`src/rtl/core/hsl_pkg.sv`:
```
// Shared widths, constants and pipeline control types for the HSL to RGB converter.
package hsl_pkg;

   localparam int HueWidth     = 16;
   localparam int FracWidth    = 17;   // saturation and lightness, Q16 up to 1.99998
   localparam int ChanWidth    = 8;
   localparam int NumChans     = 3;

   localparam int QShift       = 16;
   localparam int QOne         = 65536;
   localparam int QHalf        = 32768;
   localparam int QThird       = 21845;
   localparam int QTwoThirds   = 43691;
   localparam int GreyLimit    = 655;
   localparam int ChanMax      = 255;

   localparam int ProdWidth    = 35;   // lightness * (1.0 + saturation)
   localparam int ValWidth     = 22;   // var1 and the var2 - var1 spread, signed
   localparam int MultWidth    = 17;   // hue ramp factor, 0 .. 65538
   localparam int MulOutWidth  = ValWidth + MultWidth + 1;
   localparam int CoefWidth    = 23;

   localparam int NumStages    = 5;

   // Channel order within the packed ramp-factor bus
   localparam int ChanRed      = 0;
   localparam int ChanGreen    = 1;
   localparam int ChanBlue     = 2;

   typedef struct packed {
      logic [NumStages-1:0] load;   // stage register takes a new beat this cycle
   } hsl_pipe_ctl_type;

endpackage

```
`src/rtl/core/hsl_pipe_ctl.sv`:
```
// Valid tracking and per-stage load enables for the converter pipeline.
module hsl_pipe_ctl import hsl_pkg::*; (
   input  logic             clock,
   input  logic             reset,
   input  logic             in_valid,
   output logic             in_ready,
   output logic             out_valid,
   input  logic             out_ready,
   output hsl_pipe_ctl_type ctl
);

   logic [NumStages-1:0] valid_ff;
   logic [NumStages-1:0] valid_in;
   logic [NumStages-1:0] load;

   // A stage loads when it is empty or its contents move on
   always_comb begin
      load[NumStages-1] = !valid_ff[NumStages-1] || out_ready;
      for (int k = NumStages - 2; k >= 0; k--) begin
         load[k] = !valid_ff[k] || load[k+1];
      end
   end

   always_comb begin
      valid_in = valid_ff;
      if (load[0]) begin
         valid_in[0] = in_valid;
      end
      for (int k = 1; k < NumStages; k++) begin
         if (load[k]) begin
            valid_in[k] = valid_ff[k-1];
         end
      end
   end

   always_ff @(posedge clock) begin
      if (reset) begin
         valid_ff <= '0;
      end else begin
         valid_ff <= valid_in;
      end
   end

   assign in_ready  = load[0];
   assign out_valid = valid_ff[NumStages-1];
   assign ctl.load  = load;

   a_accept_fills_first : assert property (@(posedge clock) disable iff (reset)
      in_valid && in_ready |=> valid_ff[0])
      else $error("accepted beat did not enter first stage");

   a_stall_only_when_full : assert property (@(posedge clock) disable iff (reset)
      !in_ready |-> (&valid_ff))
      else $error("input stalled with a bubble in the pipeline");

   a_occupancy : assert property (@(posedge clock) disable iff (reset)
      !$past(reset) |-> ($countones(valid_ff) == $past($countones(valid_ff))
         + $past(in_valid && in_ready) - $past(out_valid && out_ready)))
      else $error("beat lost or duplicated in pipeline");

   a_reset_clears : assert property (@(posedge clock)
      reset |=> (valid_ff == '0))
      else $error("valid bits not cleared by reset");

endmodule

```
`config.mk`:
```
export PLATFORM = sky130hd
export DESIGN_NAME = hsl_pipe_ctl
export DESIGN_NICKNAME = d
export VERILOG_FILES = /design/src/rtl/core/hsl_pkg.sv /design/src/rtl/core/hsl_pipe_ctl.sv
export SDC_FILE = /design/constraint.sdc
export NUM_CORES = 1
export LEC_CHECK = 0
export ABC_AREA = 1
export BUFFER_PORTS_ARGS = -buffer_cell sky130_fd_sc_hd__buf_4
export CAP_MARGIN = 40
export CORE_AREA = 2 2 39 41
export DETAILED_ROUTE_END_ITERATION = 10
export DIE_AREA = 0 0 41 43
export GPL_TIMING_DRIVEN = 0
export HOLD_SLACK_MARGIN = 0.15
export PLACE_DENSITY = 0.37
export SLEW_MARGIN = 25
export SYNTH_ARGS = -nofsm -noshare
export SYNTH_HDL_FRONTEND = slang
export SYNTH_SLANG_ARGS = --single-unit
```
`constraint.sdc`:
```
create_clock -name clock -period 1.7 [get_ports clock]
set_clock_uncertainty 0.15 [all_clocks]
set_input_delay 0.34 -clock clock [delete_from_list [all_inputs] [get_ports clock]]
set_output_delay 0.34 -clock clock [all_outputs]
set_load 0.005 [all_outputs]
```
==> results.toml <==
[outcome]
status = "complete, no violations"

[synth]
syn-cell-area_sq_um = 193
ys_top_cells_by_area = "dfxtp_1, inv_1, a21oi_1"
synth_xor_area_frac = 0
synthAdderAreaFrac = 0
ys_seq_elements = 5
synthArstFlopShare = 0
seq_area_frac_synth = 0.519
synth_cell_types = 7
synth_top_family_by_area = "buffers and inverters"
synth_common_cells = "inv_1, a21oi_1, dfxtp_1, nand2_1, nand3_2"
syn_nets = 27
synth.avg_cell_area_sq_um = 8.38
synth_compound_gate_area_share = 0.130
syn_inst = 23
synth-edff-count = 0
ys.flop_type = "dfxtp_1"
synth_top_area_share = 0.519
yosysMostFrequentCell = "inv_1"
synth_simple_gate_area_share = 0.175
yosys_warnings = 0
synth_largest_area_cell = "dfxtp_1"
synthMuxAreaShare = 0

[detailed_routing]
vias_per_cell = 3.53
post_drt_wl_per_cell_microns = 7.70
via_count = 201
firstDrtPassIters = 1
drt-total-wl_microns = 439
drt_iter0_drc = 0
drtAntennaViolNets = 0
drc = 0

[setup_path]
path_max_fanout = 3
path_buf_inv = 2
crit_chain = "nand3_4 -> nor2_4 -> nand3_2 -> buf_4 -> buf_4"
worst-setup-path-type = "reg2out"
startpoint_type = "register"
slowest_stage = "dfxtp_2"
end_kind = "output port"
max_stage_delay_ns = 0.36
arrival_ns = 1.15
crit_required_ns = 1.21
crit_path_frequent_cell = "buf_4"
cp_top_family = "flip-flops"

[timing]
hold_viol_final = 0
report.final.setup_viol = 0
tns_ns = 0
worst_pin_slew_ns = 0.115
slew_headroom = 0.923
timing.final.crit_share = 0.963
period_needed_ns = 1.64
max_freq_mhz = 611
drv_slew = 0
holdWs_ns = 0.194

[die]
start_util = 0.139
num_rows = 14
die_y_microns = 43
core_area_sq_um = 1380
fp.dieW_microns = 41
ios = 11
fp.dieArea_sq_um = 1760

[clock_network]
clk_latency_ns = 0.24
cts_buffers = 3
root_buffer = "clkbuf_4"
clock-sinks = 5
h-tree-depth = 1
cts_buffer_depth = 2
tritoncts = "done"
path_clk_slew_ns = 0.05

[finish]
layout.area.seq_sq_um = 103
largest_register_ffs = 5
finalInstanceArea_sq_um = 362
top_regs = "valid_ff: 5 flops"
n_antenna_cell = 0
multi_input_area_sq_um = 71.3
top_register = "valid_ff"
drive_above_1_share = 0.537
nNetsFinal = 46
area_growth_syn_to_layout_pct = 87.7
n_fill_cell = 157

[flow_run]
max-cap-violations = 0

[global_route]
antenna_found_initial = 0
track_usage = 0.0663
grt_max_degree = 6
grt.overflow.total = 0
grt_pass1_vias = 188
grt_first_pass_wirelength_microns = 717

[placement]
portBuffers = 10
placed_cell_area_sq_um = 288
gp_congestion = 0.649
dp_hpwl_microns = 296

[pwr]
ir_drop_uv = 354
pwr_density_cell_nw_per_um2 = 770
p_leak_nw = 0.150

[hold_path]
hold_path_class = "in2reg"
==> layer usage <==
metal | vias up | track usage | wire length [microns]
li1 | 104 | - | -
met1 | 84 | 0.0710 | 185
met2 | 13 | 0.0813 | 178
met3 | 0 | 0.0785 | 74
met4 | 0 | 0.0200 | 0
met5 | - | 0 | 0
==> power breakdown <==
part | switching [W] | leakage, nW | internal (W)
Clock | 0.0000500 | 0.0150 | 0.0000888
Sequential | 0.00000267 | 0.0418 | 0.000121
Combinational | 0.00000646 | 0.0934 | 0.00000903
==> area by class of cell <==
class,count,share of cell area
Timing Repair Buffer,14,0.298
Inverter,7,0.0727
Multi-Input combinational cell,10,0.197
Buffer,1,0.0208
Clock buffer,4,0.0727
Sequential cell,5,0.284
Tap cell,16,0.0554
==> placed cells by master, fill, tap and decap left out <==
cell,netlist,layout
dlygate4sd3_1,0,1
nor2_4,0,1
dfxtp_2,0,2
clkbuf_1,0,1
dfxtp_1,5,3
a21oi_1,5,5
nand2_1,2,2
clkbuf_4,0,3
nand3_4,0,1
nand3_2,2,1
inv_1,7,7
buf_4,1,14
==> repair_timing <==
item | 4_1_cts | 5_1_grt
setup buffers | 1 | 2
hold buffers | 1 | 0
gates cloned | 0 | 0
endpoints found under the setup margin | 1 | 1
pin swaps | 1 | 1
gates resized for setup | 1 | 3
endpoints found under the hold margin | 5 | 0
==> worst reg2reg max path, delay by kind of cell, from the launching register on <==
kind / cells / cell delay [ns]
AOI/OAI and AO/OA: 1 / 0.11
buffers and inverters: 1 / 0.11
DFF: 1 / 0.36
and+or+nand+nor: 3 / 0.26
==> final timing paths <==
kind | startpoint | endpoint | slack (ns) | depth (start not counted)
max | valid_ff[4] | ctl[0] | 0.06 | 5
min | in_valid | valid_ff[0] | 0.19 | 3
min reg2reg | valid_ff[0] | valid_ff[1] | 0.32 | 2
max reg2reg | valid_ff[4] | valid_ff[1] | 0.64 | 5
==> per-stage QoR <==
stage,total power [W],utilization,instances,worst slack (ns)
4_1_cts,0.000283,0.243,55,0.0118
2_1_floorplan,0.000130,-,23,0.345
3_3_place_gp,0.000138,0.208,49,0.0838
6_report,0.000278,0.261,57,0.0621
5_1_grt,0.000298,0.261,57,-0.00297
3_5_place_dp,0.000138,0.208,49,0.0836
==> logic make-up (layout without fill, tap and decap cells) <==
family / after synthesis / count (layout)
and+or+nand+nor: 5 / 5
DFF: 5 / 5
AOI/OAI and AO/OA: 5 / 5
buffers and inverters: 8 / 26
Power figures use the tool's default switching activity.
