File: config.mk
export PLATFORM = sky130hd
export DESIGN_NAME = hsl_chan
export DESIGN_NICKNAME = d
export VERILOG_FILES = /design/src/rtl/core/hsl_pkg.sv /design/src/rtl/core/hsl_chan.sv
export SDC_FILE = /design/constraint.sdc
export NUM_CORES = 1
export LEC_CHECK = 0
export BUFFER_PORTS_ARGS = -buffer_cell sky130_fd_sc_hd__buf_2
export CORE_UTILIZATION = 60
export DETAILED_ROUTE_END_ITERATION = 10
export PLACE_DENSITY = 0.78
export SETUP_SLACK_MARGIN = 0.15
export SYNTH_ARGS = -nofsm -noshare
export SYNTH_HDL_FRONTEND = slang
export SYNTH_SLANG_ARGS = --single-unit
File: constraint.sdc
create_clock -name clock -period 8.94 [get_ports clock]
set_clock_uncertainty 0.05 [all_clocks]
set_input_delay 1.341 -clock clock [delete_from_list [all_inputs] [get_ports clock]]
set_output_delay 1.341 -clock clock [all_outputs]
set_load 0.01 [all_outputs]
File: src/rtl/core/hsl_pkg.sv
// Shared widths, constants and pipeline control types for the HSL to RGB converter.
package hsl_pkg;

   localparam int HueWidth     = 16;
   localparam int FracWidth    = 17;   // saturation and lightness, Q16 up to 1.99998
   localparam int ChanWidth    = 8;
   localparam int NumChans     = 3;

   localparam int QShift       = 16;
   localparam int QOne         = 65536;
   localparam int QHalf        = 32768;
   localparam int QThird       = 21845;
   localparam int QTwoThirds   = 43691;
   localparam int GreyLimit    = 655;
   localparam int ChanMax      = 255;

   localparam int ProdWidth    = 35;   // lightness * (1.0 + saturation)
   localparam int ValWidth     = 22;   // var1 and the var2 - var1 spread, signed
   localparam int MultWidth    = 17;   // hue ramp factor, 0 .. 65538
   localparam int MulOutWidth  = ValWidth + MultWidth + 1;
   localparam int CoefWidth    = 23;

   localparam int NumStages    = 5;

   // Channel order within the packed ramp-factor bus
   localparam int ChanRed      = 0;
   localparam int ChanGreen    = 1;
   localparam int ChanBlue     = 2;

   typedef struct packed {
      logic [NumStages-1:0] load;   // stage register takes a new beat this cycle
   } hsl_pipe_ctl_type;

endpackage

File: src/rtl/core/hsl_chan.sv
// Stages three to five for one channel: ramp product, coefficient, 8-bit scaling.
module hsl_chan import hsl_pkg::*; (
   input  logic                       clock,
   input  hsl_pipe_ctl_type           ctl,
   input  logic signed [ValWidth-1:0] var1,
   input  logic signed [ValWidth-1:0] spread,
   input  logic [MultWidth-1:0]       mult,
   output logic [ChanWidth-1:0]       level
);

   localparam int ScaleWidth = CoefWidth + 9;

   // stage 3
   logic signed [MulOutWidth-1:0] prod_ff,  prod_in;
   logic signed [ValWidth-1:0]    base_ff;

   assign prod_in = MulOutWidth'(spread) * signed'(MulOutWidth'(mult));

   always_ff @(posedge clock) begin
      if (ctl.load[2]) begin
         prod_ff <= prod_in;
         base_ff <= var1;
      end
   end

   // stage 4: arithmetic shift floors toward minus infinity
   logic signed [CoefWidth-1:0] coef_ff, coef_in;
   logic signed [MulOutWidth-1:0] prod_sh;

   assign prod_sh = prod_ff >>> QShift;
   assign coef_in = CoefWidth'(base_ff) + prod_sh[CoefWidth-1:0];

   always_ff @(posedge clock) begin
      if (ctl.load[3]) begin
         coef_ff <= coef_in;
      end
   end

   // stage 5: floor(255 * coef) in Q16, clamped
   logic [ChanWidth-1:0]  level_ff, level_in;
   logic [ScaleWidth-1:0] scaled;
   logic [ScaleWidth-1:0] whole;

   always_comb begin
      scaled = ScaleWidth'(unsigned'(coef_ff)) * ScaleWidth'(ChanMax);
      whole  = scaled >> QShift;
      if (coef_ff <= 0) begin
         level_in = '0;
      end else if (whole > ScaleWidth'(ChanMax)) begin
         level_in = ChanWidth'(ChanMax);
      end else begin
         level_in = whole[ChanWidth-1:0];
      end
   end

   always_ff @(posedge clock) begin
      if (ctl.load[4]) begin
         level_ff <= level_in;
      end
   end

   assign level = level_ff;

endmodule

==> results <==
- The flow ran to the end, and the final reports show no timing, DRC or antenna violations.
- The via count of the first global-routing pass is 15,000.
- The number of cells after detailed placement is 2,534.
- The pin count of the biggest net entering global routing is 46.
- The maximum clock insertion buffer count is 2.
- Yosys mapped a number of flops with a built-in enable equal to 76.
- STA classifies the critical path endpoint as a flop.
- The commonest non-fill, non-tap cell in the layout is sky130_fd_sc_hd__inv_1.
- The floorplan has 66 rows.
- The remaining routing DRC violations is 0.
- The final hold violation count is 0.
- The clock slew seen by the registers of the worst setup and hold paths is ~0.07 ns.
- The slew at the pin with the worst max-slew slack is 1.03 ns.
- The synthesized cell area is 20,200 um2.
- After synthesis, the largest family of logic cells by area is adder cells.
- In this run the clock root is driven by a sky130_fd_sc_hd__clkbuf_16.
- The overall die width is 186 um.
- The portion of the clock cycle consumed by the worst path in the final layout is around 85%.
- The number of antenna diodes in the final layout is 0.
- The yosys synthesis warning count is 0.
- Across every metal layer, demand over resource in global routing totals between 20% and 30%.
- After Yosys synthesis, and, or, nand and nor cells account for between 10% and 20% of the synthesized area.
- The net count of the finished layout is 2,812.
- The area taken by multi-input logic gates is around 15,000 um2.
- The worst slew margin relative to its limit is 30.6%.
- Traced cell by cell, the critical path runs through buf_2 -> nand2_1 -> inv_1 -> fa_1 -> fa_1 -> fa_1 -> fa_1 -> fa_1 -> inv_1 -> fa_1 -> inv_1 -> ha_1 -> nand3_1 -> or2_1 -> nor2_1 -> and2_1 -> a22oi_1 -> a311oi_1 -> o21a_1 -> nor2_1 -> xnor2_1.
- The post-synthesis cell type count is 57.
- Dividing the detail-routed wire length by the instance count gives 16.2 um.
- The total wire length is approximately 41,000 um.
- The max-cap check violation count is 0.
- The cell type with the highest aggregate area in the netlist is sky130_fd_sc_hd__fa_1.
- The final HPWL from detailed placement is 35,000 um.
- At the later pin of the worst-skew pair, clock insertion delay measures ~0.34 ns.
- The most frequent cell on the critical path is sky130_fd_sc_hd__fa_1.
- The number of I/O pins is 75.
- The layout filler cell count is 2,640.
- In this run, the number of DRC markers left after iteration 0 of detailed routing was 654.
- The portion of netlist area occupied by mux cells is 0.124%.
- In this run the post-CTS setup repair buffer count came out at 0.
- The detailed-router iteration count before antenna repair is 5.
- Of the total synthesized cell area, the portion taken by full adders, half adders and majority gates is 57.2%.
- The residual overflow from global routing is 0.
- Synthesis inferred 76 register bits.
- The critical path is of the in -> reg type.
- The required time at the worst-slack endpoint is 8.98 ns.
- The setup total negative slack is 0 ns.
- The initial core utilization is just over 60%.
- For this run, the slowest stage of the critical path takes 0.88 ns.
- Setup violations remaining at the end of the flow were counted as 0.
- The synthesized instance count is 2,080.
- Among all flip-flop cells after synthesis, the most frequent one is sky130_fd_sc_hd__edfxtp_1.
- The top cell types in the final layout, fill and taps aside, are 592 x sky130_fd_sc_hd__inv_1, 469 x sky130_fd_sc_hd__fa_1, 271 x sky130_fd_sc_hd__nand2_1, 173 x sky130_fd_sc_hd__ha_1, 125 x sky130_fd_sc_hd__and2_1.
- The kind of launch point of the worst setup path is an input port.
- The count of nets left with antenna violations after detail routing is 0.
- The count of hold buffers inserted by post-cts repair is 0.
- The count of cells resized by post-cts repair is 0.
- The portion of the post-synthesis area used by sequential elements is 11.3%.
- STA puts the critical path data arrival time at 7.63 ns.
- In the synthesized netlist the async set-or-reset flop fraction comes to 0%.
- The post-synthesis net count is roughly 2,800.
- The area enclosed by the die boundary is roughly 34,000 um2.
- The clock buffer count from CTS is 9.
- Setup repair after global routing left no endpoint under its margin.
- The synthesized netlist devotes 4.80% of its cell area to compound gates.
- Yosys attributes the largest share of cell area to sky130_fd_sc_hd__fa_1 46%, sky130_fd_sc_hd__edfxtp_1 11%, sky130_fd_sc_hd__inv_1 11%.
- The fraction of layout instances using a drive strength above 1 is 4.89%.
- Counting I/O delays and the setup requirement, the final critical path takes 7.59 ns.
- CTS built an H-tree with a depth of 3.
- The number of antenna violations at the first check in global routing is 0.
- The mean number of vias per cell is 5.36.
- After synthesis, the largest area contributor takes up 46.5% of total cell area.
- Leaving out filler cells and counting taps, the final layout contains 2,550.
- The final weighted congestion of routability-driven global placement is 0.915.
- Of all nets on the critical path, the largest fanout is 22.
- Derived from the worst setup path, the maximum achievable clock frequency is roughly 130 MHz.
- The final count of pins violating max slew is 0.
- The vertical extent of the die is 186 um.
- From synthesis to final layout, the design area changed by 4.95%.
- The number of port buffers is 72.
- The slowest stage cell on the critical path is sky130_fd_sc_hd__fa_1.
- The global-route wire length before repair is between 70,000 and 80,000 um.
- The post-synthesis xor/xnor area fraction is 2.69%.
- The average cell area after synthesis is 9.71 um2.
- TritonCTS built the clock tree.
- The placeable core region is between 30,000 and 40,000 um2.
- For this design, the sink count on the clock tree is 76.
- In the final layout, flip-flops and latches occupy 2280 um2.
- The final route contains roughly 14,000 vias.
- The worst min-delay path class is reg -> reg.
-- logic make-up (layout without fill, tap and decap cells) --
| logic type | count (synthesis) | after routing |
|---|---|---|
| compound gates | 141 | 141 |
| xor+xnor | 62 | 62 |
| fa+ha+maj | 642 | 642 |
| buf+inv | 656 | 684 |
| flops | 76 | 76 |
| mux | 2 | 2 |
| simple gates | 501 | 501 |
-- registers in the layout (all words and copies together), names as in the netlist --
name     flops
coef_ff     23
prod_ff     23
base_ff     22
level        8
-- Yosys cell counts (all sizes together), types with 7 or more instances --
cell	n
a21o	18
a21oi	41
a31oi	10
and2	125
clkbuf	63
edfxtp	76
fa	469
ha	173
inv	593
nand2	271
nand3	12
nand4	7
nor2	37
nor2b	11
nor3	11
o21a	8
o21ai	19
o21bai	9
xnor2	45
xor2	17
-- worst paths after layout --
path | from | endpoint | slack [ns] | cells after the start
max | mult[4] | prod_ff[37] | 1.35 | 21
min | base_ff[0] | coef_ff[0] | 0.51 | 1
max reg2reg | coef_ff[4] | level[3] | 3.20 | 18
min reg2reg | base_ff[0] | coef_ff[0] | 0.51 | 1
-- layer usage --
metal / part of all wire [%] / vias up / track usage, %
met5: 0 / - / 0
met3: 5.7 / 66 / 3.17
li1: - / 6160 / -
met4: 2.1 / 0 / 6.64
met1: 41 / 7019 / 33.3
met2: 51 / 415 / 47.7
-- per-stage QoR --
stage	util (%)	area [um2]	setup WS [ns]	hold WS (ns)
floorplan	-	20200	1.83	0.463
global placement	63.6	20900	1.17	0.489
detailed placement	63.6	20900	0.996	0.502
CTS	64.5	21200	1.36	0.517
global route	64.5	21200	0.975	0.530
finish	64.5	21200	1.35	0.511
-- worst max-delay path, delay by kind of cell --
family          cells  cell delay [ns]
compound gates      3             0.91
buf+inv             4             0.57
fa+ha+maj           7             3.77
simple gates        6             0.90
xor+xnor            1             0.12
-- cell type report --
type                            count  area share, %
Clock buffer                        9           1.06
Clock inverter                      7          0.354
Inverter                          593           10.5
Multi-Input combinational cell   1348           72.9
Sequential cell                    76           10.8
Tap cell                          442           2.61
Timing Repair Buffer               75           1.81
Power is left out: the tool's default activity adds up to more than one toggle a clock period on the data nets, which glitch-free logic cannot reach.
