[src/rtl/core/hsl_pkg.sv]
// Shared widths, constants and pipeline control types for the HSL to RGB converter.
package hsl_pkg;

   localparam int HueWidth     = 16;
   localparam int FracWidth    = 17;   // saturation and lightness, Q16 up to 1.99998
   localparam int ChanWidth    = 8;
   localparam int NumChans     = 3;

   localparam int QShift       = 16;
   localparam int QOne         = 65536;
   localparam int QHalf        = 32768;
   localparam int QThird       = 21845;
   localparam int QTwoThirds   = 43691;
   localparam int GreyLimit    = 655;
   localparam int ChanMax      = 255;

   localparam int ProdWidth    = 35;   // lightness * (1.0 + saturation)
   localparam int ValWidth     = 22;   // var1 and the var2 - var1 spread, signed
   localparam int MultWidth    = 17;   // hue ramp factor, 0 .. 65538
   localparam int MulOutWidth  = ValWidth + MultWidth + 1;
   localparam int CoefWidth    = 23;

   localparam int NumStages    = 5;

   // Channel order within the packed ramp-factor bus
   localparam int ChanRed      = 0;
   localparam int ChanGreen    = 1;
   localparam int ChanBlue     = 2;

   typedef struct packed {
      logic [NumStages-1:0] load;   // stage register takes a new beat this cycle
   } hsl_pipe_ctl_type;

endpackage

[src/rtl/core/hsl_prep.sv]
// Stages one and two: var1/var2 and the three hue ramp factors.
module hsl_prep import hsl_pkg::*; (
   input  logic                              clock,
   input  hsl_pipe_ctl_type                  ctl,
   input  logic [HueWidth-1:0]               hue,
   input  logic [FracWidth-1:0]              saturation,
   input  logic [FracWidth-1:0]              lightness,
   output logic signed [ValWidth-1:0]        var1,
   output logic signed [ValWidth-1:0]        spread,
   output logic [NumChans-1:0][MultWidth-1:0] mult
);

   // Ramp factor for a wrapped hue; flat var2 is a factor of one, flat var1 zero
   function automatic logic [MultWidth-1:0] ramp_factor(input logic [HueWidth-1:0] h);
      logic [HueWidth+3:0] h6;
      logic [HueWidth+3:0] h2;
      logic [HueWidth+3:0] h3;
      logic [HueWidth+3:0] down;
      begin
         h6   = (HueWidth+4)'(h) * (HueWidth+4)'(6);
         h2   = (HueWidth+4)'(h) << 1;
         h3   = (HueWidth+4)'(h) * (HueWidth+4)'(3);
         down = ((HueWidth+4)'(QTwoThirds) - (HueWidth+4)'(h)) * (HueWidth+4)'(6);
         if (h6 < (HueWidth+4)'(QOne)) begin
            ramp_factor = h6[MultWidth-1:0];
         end else if (h2 < (HueWidth+4)'(QOne)) begin
            ramp_factor = MultWidth'(QOne);
         end else if (h3 < (HueWidth+4)'(2 * QOne)) begin
            ramp_factor = down[MultWidth-1:0];
         end else begin
            ramp_factor = '0;
         end
      end
   endfunction

   // stage 1
   logic [ProdWidth-1:0]               prod_ff,  prod_in;
   logic [FracWidth-1:0]               light_ff;
   logic [FracWidth-1:0]               sat_ff;
   logic                               grey_ff,  grey_in;
   logic                               dark_ff,  dark_in;
   logic [NumChans-1:0][MultWidth-1:0] mult1_ff, mult1_in;
   logic [HueWidth-1:0]                hue_red, hue_blue;

   assign hue_red  = hue + HueWidth'(QThird);
   assign hue_blue = hue + HueWidth'(QOne - QThird);

   always_comb begin
      grey_in = saturation < FracWidth'(GreyLimit);
      dark_in = lightness  < FracWidth'(QHalf);
      if (dark_in) begin
         prod_in = ProdWidth'(lightness) * (ProdWidth'(saturation) + ProdWidth'(QOne));
      end else begin
         prod_in = ProdWidth'(lightness) * ProdWidth'(saturation);
      end
      mult1_in[ChanRed]   = ramp_factor(hue_red);
      mult1_in[ChanGreen] = ramp_factor(hue);
      mult1_in[ChanBlue]  = ramp_factor(hue_blue);
   end

   always_ff @(posedge clock) begin
      if (ctl.load[0]) begin
         prod_ff  <= prod_in;
         light_ff <= lightness;
         sat_ff   <= saturation;
         grey_ff  <= grey_in;
         dark_ff  <= dark_in;
         mult1_ff <= mult1_in;
      end
   end

   // stage 2
   logic signed [ValWidth-1:0]         var1_ff,   var1_in;
   logic signed [ValWidth-1:0]         spread_ff, spread_in;
   logic [NumChans-1:0][MultWidth-1:0] mult2_ff;
   logic signed [ValWidth-1:0]         prod_q;
   logic signed [ValWidth-1:0]         light_s;
   logic signed [ValWidth-1:0]         var2;

   always_comb begin
      prod_q  = signed'(ValWidth'(prod_ff >> QShift));
      light_s = signed'(ValWidth'(light_ff));
      if (dark_ff) begin
         var2 = prod_q;
      end else begin
         var2 = light_s + signed'(ValWidth'(sat_ff)) - prod_q;
      end
      if (grey_ff) begin
         // grey: every coefficient collapses to lightness
         var1_in   = light_s;
         spread_in = '0;
      end else begin
         var1_in   = (light_s <<< 1) - var2;
         spread_in = (var2 - light_s) <<< 1;
      end
   end

   always_ff @(posedge clock) begin
      if (ctl.load[1]) begin
         var1_ff   <= var1_in;
         spread_ff <= spread_in;
         mult2_ff  <= mult1_ff;
      end
   end

   assign var1   = var1_ff;
   assign spread = spread_ff;
   assign mult   = mult2_ff;

endmodule

[config.mk]
export PLATFORM = sky130hd
export DESIGN_NAME = hsl_prep
export DESIGN_NICKNAME = d
export VERILOG_FILES = /design/src/rtl/core/hsl_pkg.sv /design/src/rtl/core/hsl_prep.sv
export SDC_FILE = /design/constraint.sdc
export NUM_CORES = 2
export LEC_CHECK = 0
export ABC_AREA = 0
export BUFFER_PORTS_ARGS = -buffer_cell sky130_fd_sc_hd__buf_2
export CORE_UTILIZATION = 50
export CTS_BUF_LIST = sky130_fd_sc_hd__clkbuf_4 sky130_fd_sc_hd__clkbuf_8 sky130_fd_sc_hd__clkbuf_16
export DETAILED_ROUTE_END_ITERATION = 10
export PLACE_DENSITY = 0.65
export SLEW_MARGIN = 20
export SYNTH_ARGS = -nofsm -noshare
export SYNTH_HDL_FRONTEND = slang
export SYNTH_SLANG_ARGS = --single-unit
[constraint.sdc]
create_clock -name clock -period 21 [get_ports clock]
set_input_delay 1.05 -clock clock [delete_from_list [all_inputs] [get_ports clock]]
set_output_delay 1.05 -clock clock [all_outputs]
set_load 0.02 [all_outputs]
==> results by stage <==
STA:
- Timing would allow up to 130 MHz.
- Setup repair after global routing left no endpoint under its margin.
- Subtracting the final worst setup slack from the clock period gives approximately 7.7 ns.
- The number of slew-limit violations in the final report came to 0.
- The final hold violation count is 0.
- Setup slack closes at roughly 13 ns.
- For the pin with the worst max-slew slack, the measured transition is about 0.98 ns.
- The worst max-slew margin expressed relative to the limit is 0.347.
- The final total negative setup slack is 0 ns.
- The worst clock skew is around 0.013 ns.
- The total setup violations reported at the end of the flow is 0.
- Dividing the final minimum period by the clock period gives 0.366.

Clocking:
- The clock passes through at most 2 buffers.
- The H-tree generated during clock tree synthesis spans 4 levels.
- The number of gates given a new drive strength after cts is 0.
- The clock slew at the register clock pins of the worst setup and hold paths is ~0.09 ns.
- The number of clock buffers added by TritonCTS is 17.
- After clock tree synthesis, the flow added hold-fix buffers numbering 0.
- The worst-skew pair later-pin latency is around 0.47 ns.
- The clock sink count is just under 200.
- TritonCTS built the clock tree.
- Clock tree synthesis selected as its root buffer the cell sky130_fd_sc_hd__clkbuf_16.
- In this run the post-CTS setup repair buffer count came out at 0.

Layout:
- The synthesis-to-layout area growth is 6.39%.
- Of the cells placed in the final design, the portion with a size suffix greater than 1 is 0.0665.
- The cell area after layout is around 35000 µm².
- For this run, the post-layout net count is roughly 4500.
- Measured on the finished design, the core utilization comes to 0.540.

Synthesis:
- The cell area that synthesis handed to floorplanning was around 33000 µm².
- After synthesis, the share of flip-flops with an asynchronous set or reset is 0.
- The most numerous cell in the Yosys netlist is sky130_fd_sc_hd__inv_1.
- Counting flops and latches in the post-synthesis netlist gives ~190.
- Sorting the synthesized cells by area gives the leading types as sky130_fd_sc_hd__fa_1 (28%), sky130_fd_sc_hd__edfxtp_1 (18%), sky130_fd_sc_hd__ha_1 (16%).
- The number of distinct library cell variants in the gate-level netlist after synthesis is 88.
- The commonest cells after synthesis are sky130_fd_sc_hd__inv_1 (768), sky130_fd_sc_hd__fa_1 (457), sky130_fd_sc_hd__ha_1 (423).
- sky130_fd_sc_hd__fa_1 takes more of the synthesized area than any other cell.
- The yosys synthesis warning count is 0.
- After technology mapping, the gate count stands at between 3000 and 4000.
- In the synthesized netlist the dominant register cell turns out to be sky130_fd_sc_hd__edfxtp_1.
- Counting flops with a built-in enable in the synthesized netlist gives around 190.
- For this run, the register share of the synthesized area comes to 0.177.
- A synthesized cell averages 9.52 µm².
- Of the post-synthesis cell area, the dominant cell type holds 0.278.

Global routing:
- The number of global-route vias before repair is roughly 24000.
- The met2 track utilization from global routing is 0.404.
- Global routing finished with a remaining overflow of 0.
- The met3 usage is 0.0403.
- The initial antenna violation count is 10.
- The wire length of the first global-routing pass is ~130000 µm.
- The pin count of the biggest net entering global routing is 73.
- For met1 alone, demand over resource in global routing was 0.321.
- The global-route usage over all layers is 0.240.
- The busiest layer in global routing is met2.

Critical path:
- The endpoint type of the worst setup path is a register.
- The data required time at the worst endpoint is ~21 ns.
- The worst endpoint data arrival time is 7.90 ns.
- The critical path in this run is classified as in2reg.
- The maximum fanout count along the critical path is 19.
- The worst setup path is launched from an input pin.
- Setup slack on the worst reg-to-reg path comes out at between 15 and 20 ns.

Placed design:
- The placed cell area is 34300 µm².
- The final weighted congestion of routability-driven global placement is 0.903.
- Detailed placement ended at an HPWL of between 60000 and 70000 µm.
- The pre-CTS setup slack is ~13 ns.
- In this run the tool buffered the top-level ports with about 140 buffer cells.

Route:
- The total wire length is roughly 77000 µm.
- The iteration-0 DRC count of the detailed router is roughly 1200.
- In the routed layout, each cell is associated on average with a via count of approximately 5.3.
- The number of iterations in the first detailed-routing pass is 5.
- The total number of vias is around 23000.
- The detail route stage leaves a number of antenna-violating nets equal to 0.
- The number of design rule violations left after detail routing is 0.
- The average wire per standard cell is roughly 17 µm.

Floorplan:
- The floorplan has a little over 90 rows.
- Measured along the x axis, the die boundary spans roughly 260 µm.
- The area enclosed by the die boundary is 66700 µm².
- For this configuration, the core starts out at a cell density of 0.508.
- between 150 and 200 I/O pins were placed.
- The total area inside the core boundary comes to roughly 65000 µm².
- The die is approximately 260 µm tall.

Hold path:
- The path type of the worst min-delay path is reg2reg.

Pwr:
- Summed over all cells, the static leakage comes to between 15 and 20 nW.
- The power density relative to cell area is between 150 and 200 nW/µm².
- Summing internal, switching and leakage power gives approximately 0.006 W.
- VDD sags by at most around 0.21 mV.

Outcome:
- The flow ran to the end, and the final reports show no timing, DRC or antenna violations.

Flow run:
- The number of max-cap violations is 0.
==> kinds of logic (layout without fill, tap and decap cells) <==
group,count (synthesis),count (layout),synth area share
buffers and inverters,863,954,0.101
AND/OR/NAND/NOR,772,772,0.115
AO/OA/AOI/OAI,515,515,0.104
XOR/XNOR,208,208,0.0572
flip-flops,194,194,0.177
other,1,11,0.000114
multiplexers,18,18,0.00613
adder cells (fa/ha/maj),880,880,0.440
==> cell type report <==
| class | instances | area (µm²) |
|---|---|---|
| fillers | 5896 | 29700 |
| multi-input cells | 2400 | 23700 |
| flip-flops and latches | 194 | 5830 |
| inverters | 774 | 2910 |
| well taps | 855 | 1070 |
| repair buffers | 148 | 758 |
| clock buffers | 17 | 425 |
| clock inverters | 15 | 211 |
| diodes | 4 | 10.0 |
==> cell usage in the layout, fill, tap and decap left out, types with 10 or more instances in the layout <==
cell type                   count
sky130_fd_sc_hd__xor2_1        71
sky130_fd_sc_hd__nor2_1       113
sky130_fd_sc_hd__a211oi_1      15
sky130_fd_sc_hd__a21oi_1      130
sky130_fd_sc_hd__nand2b_1      30
sky130_fd_sc_hd__o21ai_1       20
sky130_fd_sc_hd__fa_1         457
sky130_fd_sc_hd__nand3_1       46
sky130_fd_sc_hd__edfxtp_1     194
sky130_fd_sc_hd__xnor2_1      130
sky130_fd_sc_hd__inv_1        768
sky130_fd_sc_hd__clkbuf_16     17
sky130_fd_sc_hd__or2_2         12
sky130_fd_sc_hd__and2_1       122
sky130_fd_sc_hd__nand4_1       15
sky130_fd_sc_hd__or3_1         19
sky130_fd_sc_hd__ha_1         423
sky130_fd_sc_hd__a31oi_1       20
sky130_fd_sc_hd__o21bai_1      22
sky130_fd_sc_hd__nor3_1        52
sky130_fd_sc_hd__o22ai_1       14
sky130_fd_sc_hd__a21o_1        61
sky130_fd_sc_hd__nand2_1      278
sky130_fd_sc_hd__buf_2        141
sky130_fd_sc_hd__and3_1        18
sky130_fd_sc_hd__o21ai_0       94
sky130_fd_sc_hd__mux2i_1       10
sky130_fd_sc_hd__o31ai_1       12
sky130_fd_sc_hd__a211o_1       12
sky130_fd_sc_hd__o21a_1        29
sky130_fd_sc_hd__nor2b_1       40
==> worst max-delay path, stage by stage <==
cell and delay (ns):
sky130_fd_sc_hd__buf_2 0.51, sky130_fd_sc_hd__and2_1 0.27, sky130_fd_sc_hd__inv_1 0.07, sky130_fd_sc_hd__fa_1 0.49, sky130_fd_sc_hd__fa_1 0.53, sky130_fd_sc_hd__fa_1 0.52
sky130_fd_sc_hd__inv_1 0.06, sky130_fd_sc_hd__fa_1 0.49, sky130_fd_sc_hd__fa_1 0.49, sky130_fd_sc_hd__inv_1 0.05, sky130_fd_sc_hd__fa_1 0.49, sky130_fd_sc_hd__inv_1 0.05
sky130_fd_sc_hd__ha_1 0.28, sky130_fd_sc_hd__nand2_1 0.06, sky130_fd_sc_hd__nor2_1 0.04, sky130_fd_sc_hd__a221o_1 0.36, sky130_fd_sc_hd__a31oi_1 0.61, sky130_fd_sc_hd__o21a_1 0.30
sky130_fd_sc_hd__o21ai_2 0.15, sky130_fd_sc_hd__o41ai_4 0.35, sky130_fd_sc_hd__nor2b_1 0.09, sky130_fd_sc_hd__or3_1 0.31, sky130_fd_sc_hd__a31o_1 0.25
==> state kept, by name, summed over array words and instances (netlist names) <==
name / cells
var1: 22
sat_ff: 17
prod_ff: 19
mult: 48
dark_ff: 1
spread: 21
light_ff: 17
mult1_ff: 48
grey_ff: 1
==> layer usage <==
layer | wire length [µm] | vias to the layer above
met5 | 34 | -
met4 | 1850 | 6
met3 | 4170 | 102
met2 | 36500 | 546
met1 | 34100 | 11300
li1 | - | 11300
==> path summary, 6_finish.rpt <==
check                         start                    end  depth (start not counted)
max                   saturation[9]  prod_ff[28]$_DFFE_PP_                         23
min          mult1_ff[15]$_DFFE_PP_     mult[15]$_DFFE_PP_                          0
max reg2reg   prod_ff[17]$_DFFE_PP_     var1[13]$_DFFE_PP_                         21
min reg2reg  mult1_ff[15]$_DFFE_PP_     mult[15]$_DFFE_PP_                          0
==> metrics by stage <==
step / hold slack [ns] / instances
after floorplan: 0.400 / 3457
final: 0.416 / 4407
after detailed placement: 0.405 / 4371
after global routing: 0.432 / 4407
after CTS: 0.417 / 4403
after global placement: 0.400 / 4371
==> power by group <==
part	total [W]	leakage, nW	switching (W)	internal, W
clock	0.000355	0.310	0.000187	0.000168
sequential	0.000698	1.91	0.0000564	0.000642
combinational	0.00484	15.4	0.00277	0.00207
Note: power is estimated with default switching activity, not from simulation.
